<file path="config.mk">
export PLATFORM = sky130hd
export DESIGN_NAME = zbsf_div
export DESIGN_NICKNAME = d
export VERILOG_FILES = /design/src/rtl/zbsf_pkg.sv /design/src/rtl/zbsf_div.sv
export SDC_FILE = /design/constraint.sdc
export NUM_CORES = 1
export LEC_CHECK = 0
export BUFFER_PORTS_ARGS = -buffer_cell sky130_fd_sc_hd__buf_2
export CAP_MARGIN = 10
export CORE_UTILIZATION = 53
export CTS_BUF_LIST = sky130_fd_sc_hd__clkbuf_2
export DETAILED_ROUTE_END_ITERATION = 16
export GPL_TIMING_DRIVEN = 0
export PLACE_DENSITY = 0.82
export SETUP_SLACK_MARGIN = 0.15
export SLEW_MARGIN = 30
export SYNTH_ARGS = -nofsm -noshare
export SYNTH_HDL_FRONTEND = slang
export SYNTH_SLANG_ARGS = --single-unit
</file>
<file path="constraint.sdc">
create_clock -name clk -period 2.7 [get_ports clk]
set_input_delay 0.54 -clock clk [delete_from_list [all_inputs] [get_ports clk]]
set_output_delay 0.54 -clock clk [all_outputs]
set_load 0.01 [all_outputs]
</file>
<file path="src/rtl/zbsf_pkg.sv">
// Shared widths, codes and types of the z-buffered span fill block.
package zbsf_pkg;

  // Field widths
  localparam int unsigned MODE_W  = 2;
  localparam int unsigned ROW_W   = 8;
  localparam int unsigned COL_W   = 9;
  localparam int unsigned Z_W     = 32;
  localparam int unsigned COLOR_W = 24;

  // Bresenham error term; holds values within about +/- 2 * 512
  localparam int unsigned ERR_W = 12;

  localparam logic [Z_W-1:0] FAR_DEPTH = '1;

  // Operation codes
  localparam logic [MODE_W-1:0] MODE_SPAN  = 2'd0;
  localparam logic [MODE_W-1:0] MODE_DOTS  = 2'd1;
  localparam logic [MODE_W-1:0] MODE_READ  = 2'd2;
  localparam logic [MODE_W-1:0] MODE_CLEAR = 2'd3;

  // Divider result: quotient and remainder, valid on the done pulse and held after
  typedef struct packed {
    logic             done;
    logic [Z_W-1:0]   quotient;
    logic [COL_W-1:0] remainder;
  } div_res_t;

endpackage

</file>
<file path="src/rtl/zbsf_div.sv">
// Restoring divider, one quotient bit per cycle: depth span over column count.
module zbsf_div (
  input  logic                        clk,
  input  logic                        rst_n,
  input  logic                        start,
  input  logic [zbsf_pkg::Z_W-1:0]    dividend,
  input  logic [zbsf_pkg::COL_W-1:0]  divisor,
  output zbsf_pkg::div_res_t          res
);

  localparam int unsigned CNT_W = $clog2(zbsf_pkg::Z_W);
  localparam logic [CNT_W-1:0] LAST_STEP = CNT_W'(zbsf_pkg::Z_W - 1);

  logic                         busy_r, busy_nxt;
  logic                         done_r, done_nxt;
  logic [CNT_W-1:0]             cnt_r, cnt_nxt;
  logic [zbsf_pkg::Z_W-1:0]     quo_r, quo_nxt;
  logic [zbsf_pkg::COL_W-1:0]   rem_r, rem_nxt;
  logic [zbsf_pkg::COL_W-1:0]   dsr_r, dsr_nxt;
  logic [zbsf_pkg::COL_W:0]     trial;
  logic                         fits;

  // Shift in the next dividend bit and try to subtract the divisor
  assign trial = {rem_r, quo_r[zbsf_pkg::Z_W-1]};
  assign fits  = trial >= {1'b0, dsr_r};

  always_comb begin
    busy_nxt = busy_r;
    done_nxt = 1'b0;
    cnt_nxt  = cnt_r;
    quo_nxt  = quo_r;
    rem_nxt  = rem_r;
    dsr_nxt  = dsr_r;
    if (start) begin
      busy_nxt = 1'b1;
      cnt_nxt  = '0;
      quo_nxt  = dividend;
      rem_nxt  = '0;
      dsr_nxt  = divisor;
    end else if (busy_r) begin
      quo_nxt = {quo_r[zbsf_pkg::Z_W-2:0], fits};
      rem_nxt = fits ? zbsf_pkg::COL_W'(trial - {1'b0, dsr_r})
                     : trial[zbsf_pkg::COL_W-1:0];
      cnt_nxt = cnt_r + 1'b1;
      if (cnt_r == LAST_STEP) begin
        busy_nxt = 1'b0;
        done_nxt = 1'b1;
      end
    end
  end

  always_ff @(posedge clk) begin
    if (!rst_n) begin
      busy_r <= 1'b0;
      done_r <= 1'b0;
    end else begin
      busy_r <= busy_nxt;
      done_r <= done_nxt;
    end
    cnt_r <= cnt_nxt;
    quo_r <= quo_nxt;
    rem_r <= rem_nxt;
    dsr_r <= dsr_nxt;
  end

  assign res.done      = done_r;
  assign res.quotient  = quo_r;
  assign res.remainder = rem_r;

endmodule

</file>
==> Word-level counts from Yosys, hierarchy flattened <==
Cells that the tools add are included.
{ "totals": {"register_bits": 57, "output_inout_bits": 42, "elab_cells": 21, "in_bits": 44} }
{ "op_classes": {"order_cmp": 1, "n_eq_ne": 1, "bitwise_logic": 2, "n_addsub": 2, "muxes": 7, "n_reduce_logical": 2} }
{ "ops": {"columns": ["operator", "n"], "rows": [
  ["2-to-1 mux 32 bit", 2],
  ["greater-or-equal comparator 10 x 9 -> 1 bit", 1],
  ["2-to-1 mux 9 bit", 1],
  ["subtractor 9 bit", 1],
  ["adder 5 x 1 -> 5 bit (second input constant)", 1],
  ["equality test 5 bit (second input constant)", 1],
  ["2-to-1 mux 1 bit", 4],
  ["OR reduction 3 bit", 1],
  ["inverter 1 bit", 2],
  ["nonzero test 2 bit", 1]
]} }

==> Longest topological paths before layout <==
Gate-level depths: netlist of the first run.
{ "depth": {"depth_word": 4, "mapped_depth": 10, "mapped_depth_nobuf": 9} }

==> Worst setup path after synthesis of the first run <==
Ideal clock, no wire load.
{ "synth_path": {"path_kind": "register to register", "start": "register quo_r[31] (netlist bit)", "end": "register rem_r[1] (netlist bit)", "required_time_ns": 2.558, "slack_ns": 0.443, "stages_incl_launch_ff": 11, "setup_ns": 0.142, "synth_period_minus_slack_ns": 2.257, "n_path_buf": 1, "t_arrival_ns": 2.115, "path_cell_list": "edfxtp_1 -> inv_1 -> ha_1 -> inv_1 -> fa_1 -> a211oi_2 -> o211ai_1 -> a21oi_2 -> buf_4 -> mux2i_1 -> a211oi_1"} }
{ "synth_via": {"elab_chain_cells": 2, "word_cells_on_any_way": 3, "cone_classes": "add/sub (1); order compare (1); mux (1)"} }
{ "synth_rtl": {"columns": ["element", "line_no", "rtl"], "rows": [
  ["start, declared", "zbsf_div.sv:17", "logic [zbsf_pkg::Z_W-1:0] quo_r, quo_nxt;"],
  ["start signal, assigned", "zbsf_div.sv:61", "quo_r <= quo_nxt;"],
  ["subtractor 9 bit / greater-or-equal comparator 10 x 9 -> 1 bit (equally long branches)", "zbsf_div.sv:42, zbsf_div.sv:25", null],
  ["2-to-1 mux 9 bit (*)", "zbsf_div.sv:42", "rem_nxt = fits ? zbsf_pkg::COL_W'(trial - {1'b0, dsr_r})"],
  ["end signal, assigned", "zbsf_div.sv:62", "rem_r <= rem_nxt;"],
  ["end, declared", "zbsf_div.sv:18", "logic [zbsf_pkg::COL_W-1:0] rem_r, rem_nxt;"]
]} }
Every way passes the cells marked *; elsewhere a longest branch is shown, timed or not.
A chain may end at the register's enable or synchronous reset.

==> Worst setup path after layout of the first run <==
{ "layout_path": {"start": "register quo_r[31] (netlist bit)", "end": "register rem_r[7] (netlist bit)"} }
The elaborated chain is that of the path after synthesis.

==> run_results.csv, run 1 <==
group,metric,value,unit
floorplanning,dieHeight,74.1,um
hold_path,min_to,"dsr_r[8]",
synthesis,ys_seq_area_frac,0.564,
detailed_routing,first_pass_iters,4,
detailed_routing,routed-via-count,2064,
grt,grt_overflow_total,0,
hold_path,hold_depth,1,
placed_design,port_buffers,85,
grt,grt_pass1_wl,9.07,mm
floorplanning,core_area,4850,um^2
synthesis,ys_types,38,
sta,rsz0062_at_grt,"yes",
hold_path,min_path_type,"input pin to flip-flop",
grt,antenna_found_initial,0,
clocking,clock_path_buffers,2,
synthesis,syn_inst,214,
critical_path,setup.worst_path.class,"flip-flop to flip-flop",
synthesis,yosysWarningCount,0,
finish,syn2layout_area_growth,24.5,%
grt,grt_max_degree,33,
finish,drive_gt1_frac,0.466,
finish,final_core_util,0.706,
clocking,clock_sinks,57,
detailed_routing,ant_nets,0,
critical_path,path_buf_inv,2,
detailed_routing,routed_wl,5.88,mm
synthesis,ys_seq_elements,57,
critical_path,cp-startpoint,"quo_r[31]",
floorplanning,pin_count,86,
critical_path,r2r_slack,160,ps
critical_path,reg2reg_depth,9,
finish,nFillCells,353,
detailed_routing,drc,0,
clocking,cts_hold_buf,0,
sta,hold_slack,197,ps
critical_path,slowest_stage,"edfxtp_1",
critical_path,reg2reg_from,"quo_r[31]",
critical_path,critical_path_required,3120,ps
finish,fin_nets,371,
critical_path,crit_chain,"inv_2 -> ha_2 -> inv_1 -> fa_2 -> a211oi_4 -> o211ai_1 -> a21oi_2 -> or2b_1 -> a32o_1",
sta,setup_viol,0,
clocking,cts_inserted_buffers,9,
critical_path,reg2reg_to,"rem_r[7]",
placed_design,place_congestion,0.881,
pwr,power_density,588,nW/um^2
finish,post-route-cell-area,3420,um^2
sta,max_freq,0.394,GHz
sta,fin_skew,29.5,ps
sta,slew_headroom,0.552,
placed_design,placed_cell_area,3260,um^2
detailed_routing,avgRoutedWirePerCell,15.2,um
critical_path,cp-end-kind,"flip-flop",
sta,finalCritPeriodShare,0.940,
sta,layout_setup_ws,163,ps
critical_path,cp_max_fo,6,
sta,period_needed,2540,ps
floorplanning,dieArea,5480,um^2
finish,num_antenna_cells,0,
grt,grt_pass1_vias,1951,
critical_path,worstSetupStartpointType,"flip-flop",
hold_path,hold_start,"divisor[8]",
placed_design,place_ws,223,ps
floorplanning,start_util,0.567,
run_status,status,"finished clean",
sta,slew_viol_final,0,
floorplanning,fp-row-count,25,
floorplanning,die_w,74.1,um
clocking,clkTransAtPathRegs,190,ps
clocking,cts_tree,"yes",
synthesis,synth.avg_cell_area,12.9,um^2
synthesis,synth_fp_nets,270,
clocking,clkLatencyLatePin,510,ps
sta,hold_violations,0,
sta,worstMarginPinSlew,671,ps
synthesis,synth_area,2750,um^2
clocking,htree_levels,3,
sta,fin_setup_tns,0,ps
critical_path,worstPathArrival,2960,ps
grt,gr-usage-all-layers,0.228,
pwr,cellLeakagePower,0.00152,uW
placed_design,hpwl,4.13,mm
critical_path,max_stage_delay,460,ps
detailed_routing,via_per_inst,5.33,
job,drv_cap,0,
detailed_routing,drt-initial-drc-count,97,
pwr,peakVddDrop,0.397,mV
clocking,cts_root_buf,"clkbuf_2",
critical_path,cp_top_family,"compound AO/OA/AOI/OAI gates",
==> cell usage after synthesis <==
cell | instances | area (um^2)
o31ai_1 | 4 | 30.0
or2_2 | 1 | 6.26
xor2_1 | 5 | 43.8
mux2i_1 | 8 | 80.1
o211ai_1 | 1 | 7.51
nand4_1 | 2 | 12.5
nand2b_1 | 3 | 18.8
or4_1 | 2 | 15.0
a311oi_1 | 1 | 8.76
or2b_1 | 1 | 7.51
nand3_1 | 3 | 15.0
a211oi_2 | 2 | 25.0
xnor2_1 | 2 | 17.5
o21ai_2 | 1 | 8.76
a311o_1 | 1 | 10.0
nand4b_1 | 1 | 8.76
a32o_1 | 1 | 10.0
fa_1 | 1 | 20.0
o21ai_0 | 4 | 20.0
a21oi_2 | 1 | 8.76
dfxtp_1 | 16 | 320
a2111oi_0 | 1 | 8.76
nor2_1 | 17 | 63.8
buf_1 | 4 | 15.0
and3_1 | 3 | 18.8
ha_1 | 11 | 138
buf_4 | 2 | 15.0
nand2_1 | 7 | 26.3
a32oi_1 | 2 | 17.5
nand3b_1 | 2 | 15.0
edfxtp_1 | 41 | 1230
clkbuf_1 | 3 | 11.3
nor2b_1 | 3 | 18.8
o21a_1 | 1 | 7.51
a21oi_1 | 7 | 35.0
mux2_2 | 32 | 360
inv_1 | 14 | 52.6
a211oi_1 | 3 | 22.5
==> worst max-delay path by stage <==
stage	to	slack (ps)	cells after the start
finish	rem_r[7]	160	9
global route	rem_r[7]	70	9
CTS	rem_r[3]	180	10
detailed placement	rem_r[3]	220	10
global placement	quo_r[8]	70	4
floorplan	rem_r[1]	440	10
==> through the flow <==
step                      power (uW)  std cells
after detailed placement        1470        366
after global routing            2100        387
final                           2010        387
after global placement          1460        366
after CTS                       1990        382
after floorplan                 1330        214
==> final cells by class <==
class	count	area [um^2]	share of cell area
flip-flops and latches	57	1550	0.453
clock inverters	7	61.3	0.0179
plain buffers	9	45.0	0.0132
inverters	14	52.6	0.0153
clock buffers	9	45.0	0.0132
multi-input cells	134	1120	0.328
repair buffers	90	460	0.134
well taps	67	83.8	0.0245
==> cells in the final DEF (no fill, tap or decap), types with 4 or more instances in the layout <==
master    instances
buf_2            86
buf_4             5
ha_1             10
edfxtp_1         41
o21ai_0           4
nand2_1           7
dfxtp_1          16
a21oi_1           7
nor2_1           17
clkbuf_2          9
mux2_2           32
buf_1             4
mux2i_1           8
clkinv_2          4
xor2_1            5
inv_1            12
==> where the power goes <==
group          internal [uW]  switching [uW]
registers               1030            43.0
clock network            204             331
logic                    194             213
==> state kept, by name, summed over array words and instances, names as in the netlist <==
| name | flops |
|---|---|
| rem_r | 9 |
| busy_r | 1 |
| quo_r | 32 |
| done_r | 1 |
| cnt_r | 5 |
| dsr_r | 9 |
==> metal layers <==
| layer | track usage | part of all wire | vias to the layer above |
|---|---|---|---|
| li1 | - | - | 999 |
| met1 | 0.296 | 0.43 | 975 |
| met2 | 0.346 | 0.48 | 79 |
| met3 | 0.0705 | 0.073 | 11 |
| met4 | 0.113 | 0.020 | 0 |
| met5 | 0 | 0 | - |
==> logic make-up (layout without fill, tap and decap cells) <==
logic type	Yosys count	count (layout)	share of synthesized area
compound gates	30	30	0.0800
xor+xnor	7	7	0.0223
fa+ha+maj	12	12	0.0573
buf+inv	23	129	0.0341
flops	57	57	0.564
mux	40	40	0.160
simple gates	45	45	0.0823
==> timing repair <==
action	4_1_cts	5_1_grt
endpoints found under the setup margin	0	10
endpoints found under the hold margin	0	0
gates resized for setup	0	7
buffers inserted	0	4
(Power assumes the default switching activity.)
==> run 2, diff against run 1 <==
--- a/config.mk
+++ b/config.mk
@@ -11,7 +11,8 @@
 export CTS_BUF_LIST = sky130_fd_sc_hd__clkbuf_2
 export DETAILED_ROUTE_END_ITERATION = 16
 export GPL_TIMING_DRIVEN = 0
-export PLACE_DENSITY = 0.82
+export MAX_ROUTING_LAYER = met4
+export PLACE_DENSITY = 0.85
 export SETUP_SLACK_MARGIN = 0.15
 export SLEW_MARGIN = 30
 export SYNTH_ARGS = -nofsm -noshare
==> run 2 against run 1 <==
Against the previous run:
- critical path depth up 1
- combinational power shrank 1%
- core utilization rose by 0.15 points
- routed wire length down 2.7%
- final cell count is 0.26% lower
- first-iteration DRC count grew 3.1%
- critical endpoint unchanged
- highest routed layer unchanged
==> run_results.csv, run 2 (synthesis gave the netlist of run 1 again) <==
group,metric,value,unit
detailed_routing,routed-via-count,2050,
sta,finalCritPeriodShare,0.902,
critical_path,setup.worst_path.class,"flip-flop to flip-flop",
sta,rsz0062_at_grt,"no",
floorplanning,dieHeight,74.1,um
grt,antenna_found_initial,0,
critical_path,reg2reg_from,"quo_r[31]",
sta,fin_setup_tns,0,ps
sta,period_needed,2440,ps
critical_path,reg2reg_depth,10,
sta,max_freq,0.411,GHz
detailed_routing,drt-initial-drc-count,100,
pwr,peakVddDrop,0.471,mV
clocking,cts_root_buf,"clkbuf_2",
finish,num_antenna_cells,0,
pwr,power_frac_clock,0.296,
detailed_routing,routed_wl,5.72,mm
placed_design,hpwl,4.20,mm
hold_path,hold_start,"divisor[6]",
placed_design,dp_cells,366,
pwr,power_density,610,nW/um^2
clocking,cts_tree,"yes",
floorplanning,start_util,0.567,
grt,grt_max_degree,33,
finish,reg_top3,"quo_r: 32 flops, dsr_r: 9 flops, rem_r: 9 flops",
detailed_routing,avgRoutedWirePerCell,14.8,um
finish,finalNonFillerCells,386,
critical_path,worstPathArrival,2860,ps
clocking,clkTransAtPathRegs,170,ps
finish,fin_nets,370,
sta,hold_violations,0,
grt,grt_overflow_total,0,
clocking,clock_sinks,57,
pwr,intPower,1520,uW
sta,setup_viol,0,
pwr,power_switching,577,uW
sta,worstMarginPinSlew,650,ps
critical_path,cp-end-kind,"flip-flop",
critical_path,reg2reg_to,"rem_r[7]",
finish,drive_gt1_frac,0.455,
critical_path,r2r_slack,260,ps
pwr,power_switching_share,0.276,
floorplanning,core_area,4850,um^2
clocking,cts_inserted_buffers,9,
hold_path,hold_depth,1,
hold_path,min_to,"dsr_r[6]",
clocking,clock_path_buffers,2,
pwr,combPwrFrac,0.193,
sta,hold_slack,208,ps
pwr,fin_total_pwr,2090,uW
grt,grt_pass1_vias,1937,
floorplanning,pin_count,86,
placed_design,place_congestion,0.844,
job,drv_cap,0,
run_status,status,"finished clean",
finish,layout_common_cells,"85 x buf_2, 41 x edfxtp_1, 32 x mux2_2, 17 x nor2_1, 16 x dfxtp_1",
finish,largest_reg_flops,32,
finish,largest_register,"quo_r",
placed_design,placed_cell_area,3260,um^2
clocking,htree_levels,3,
detailed_routing,first_pass_iters,5,
sta,fin_skew,13.1,ps
pwr,cellLeakagePower,0.00153,uW
hold_path,min_path_type,"input pin to flip-flop",
floorplanning,fp-row-count,25,
critical_path,critical_path_required,3120,ps
finish,post-route-cell-area,3430,um^2
floorplanning,dieArea,5480,um^2
critical_path,cp_max_fo,4,
pwr,pwr-share-seq,0.511,
clocking,clkLatencyLatePin,500,ps
finish,nFillCells,370,
finish,layout_commonest_cell,"buf_2",
detailed_routing,ant_nets,0,
sta,slew_viol_final,0,
finish,syn2layout_area_growth,24.7,%
detailed_routing,via_per_inst,5.31,
grt,grt_pass1_wl,8.79,mm
detailed_routing,drc,0,
placed_design,port_buffers,85,
sta,slew_headroom,0.566,
critical_path,worstSetupStartpointType,"flip-flop",
grt,gr-usage-all-layers,0.227,
floorplanning,die_w,74.1,um
run 2: metal layers:
metal  up-vias  global-route usage  part of all wire
li1       1003                   -                 -
met1       960               0.284              0.43
met2        76               0.349              0.49
met3        11              0.0447             0.056
met4         0               0.120             0.019
met5         -                   -                 0
run 2: repair_timing:
action                                  in CTS  in global routing
gates resized for setup                      0                  3
setup buffers                                2                  2
hold buffers                                 0                  0
pin swaps                                    2                  2
endpoints found under the setup margin       5                  8
run 2: how the worst max path moves through the flow:
stage              start  slack, ps        to  cells after the start
6_report       quo_r[31]        260  rem_r[7]                     10
5_1_grt        quo_r[31]        160  rem_r[4]                     10
4_1_cts        quo_r[31]        180  rem_r[4]                     10
3_5_place_dp   quo_r[31]        110  rem_r[3]                     10
3_3_place_gp       start         40  quo_r[2]                      4
2_1_floorplan  quo_r[31]        440  rem_r[1]                     10
run 2: layout make-up:
cell class,instances,area [um^2],area share
repair buffers,89,455,0.133
plain buffers,9,45.0,0.0131
clock inverters,7,85.1,0.0248
flip-flops and latches,57,1550,0.452
inverters,14,52.6,0.0153
multi-input cells,134,1110,0.324
well taps,67,83.8,0.0244
clock buffers,9,45.0,0.0131
run 2: power groups by stage:
stage | clock network (uW) | logic [uW] | registers (uW)
3_3_place_gp | 0 | 370 | 1090
2_1_floorplan | 0 | 217 | 1110
5_1_grt | 655 | 441 | 1080
3_5_place_dp | 0 | 384 | 1090
4_1_cts | 626 | 392 | 1070
6_report | 620 | 403 | 1070
run 2: critical path, stage by stage (launching register included):
cell      delay (ps)
edfxtp_1         400
inv_1             70
ha_1             220
inv_1             80
fa_2             220
a211oi_2          80
o211ai_1         230
a21oi_2          120
buf_4            160
or4_1            520
a32o_1           260
run 2: through the flow:
| stage | setup WS, ps | util |
|---|---|---|
| 4_1_cts | 180 | 0.702 |
| 3_3_place_gp | 44.9 | 0.673 |
| 3_5_place_dp | 106 | 0.673 |
| 2_1_floorplan | 443 | - |
| 6_report | 265 | 0.708 |
| 5_1_grt | 160 | 0.708 |
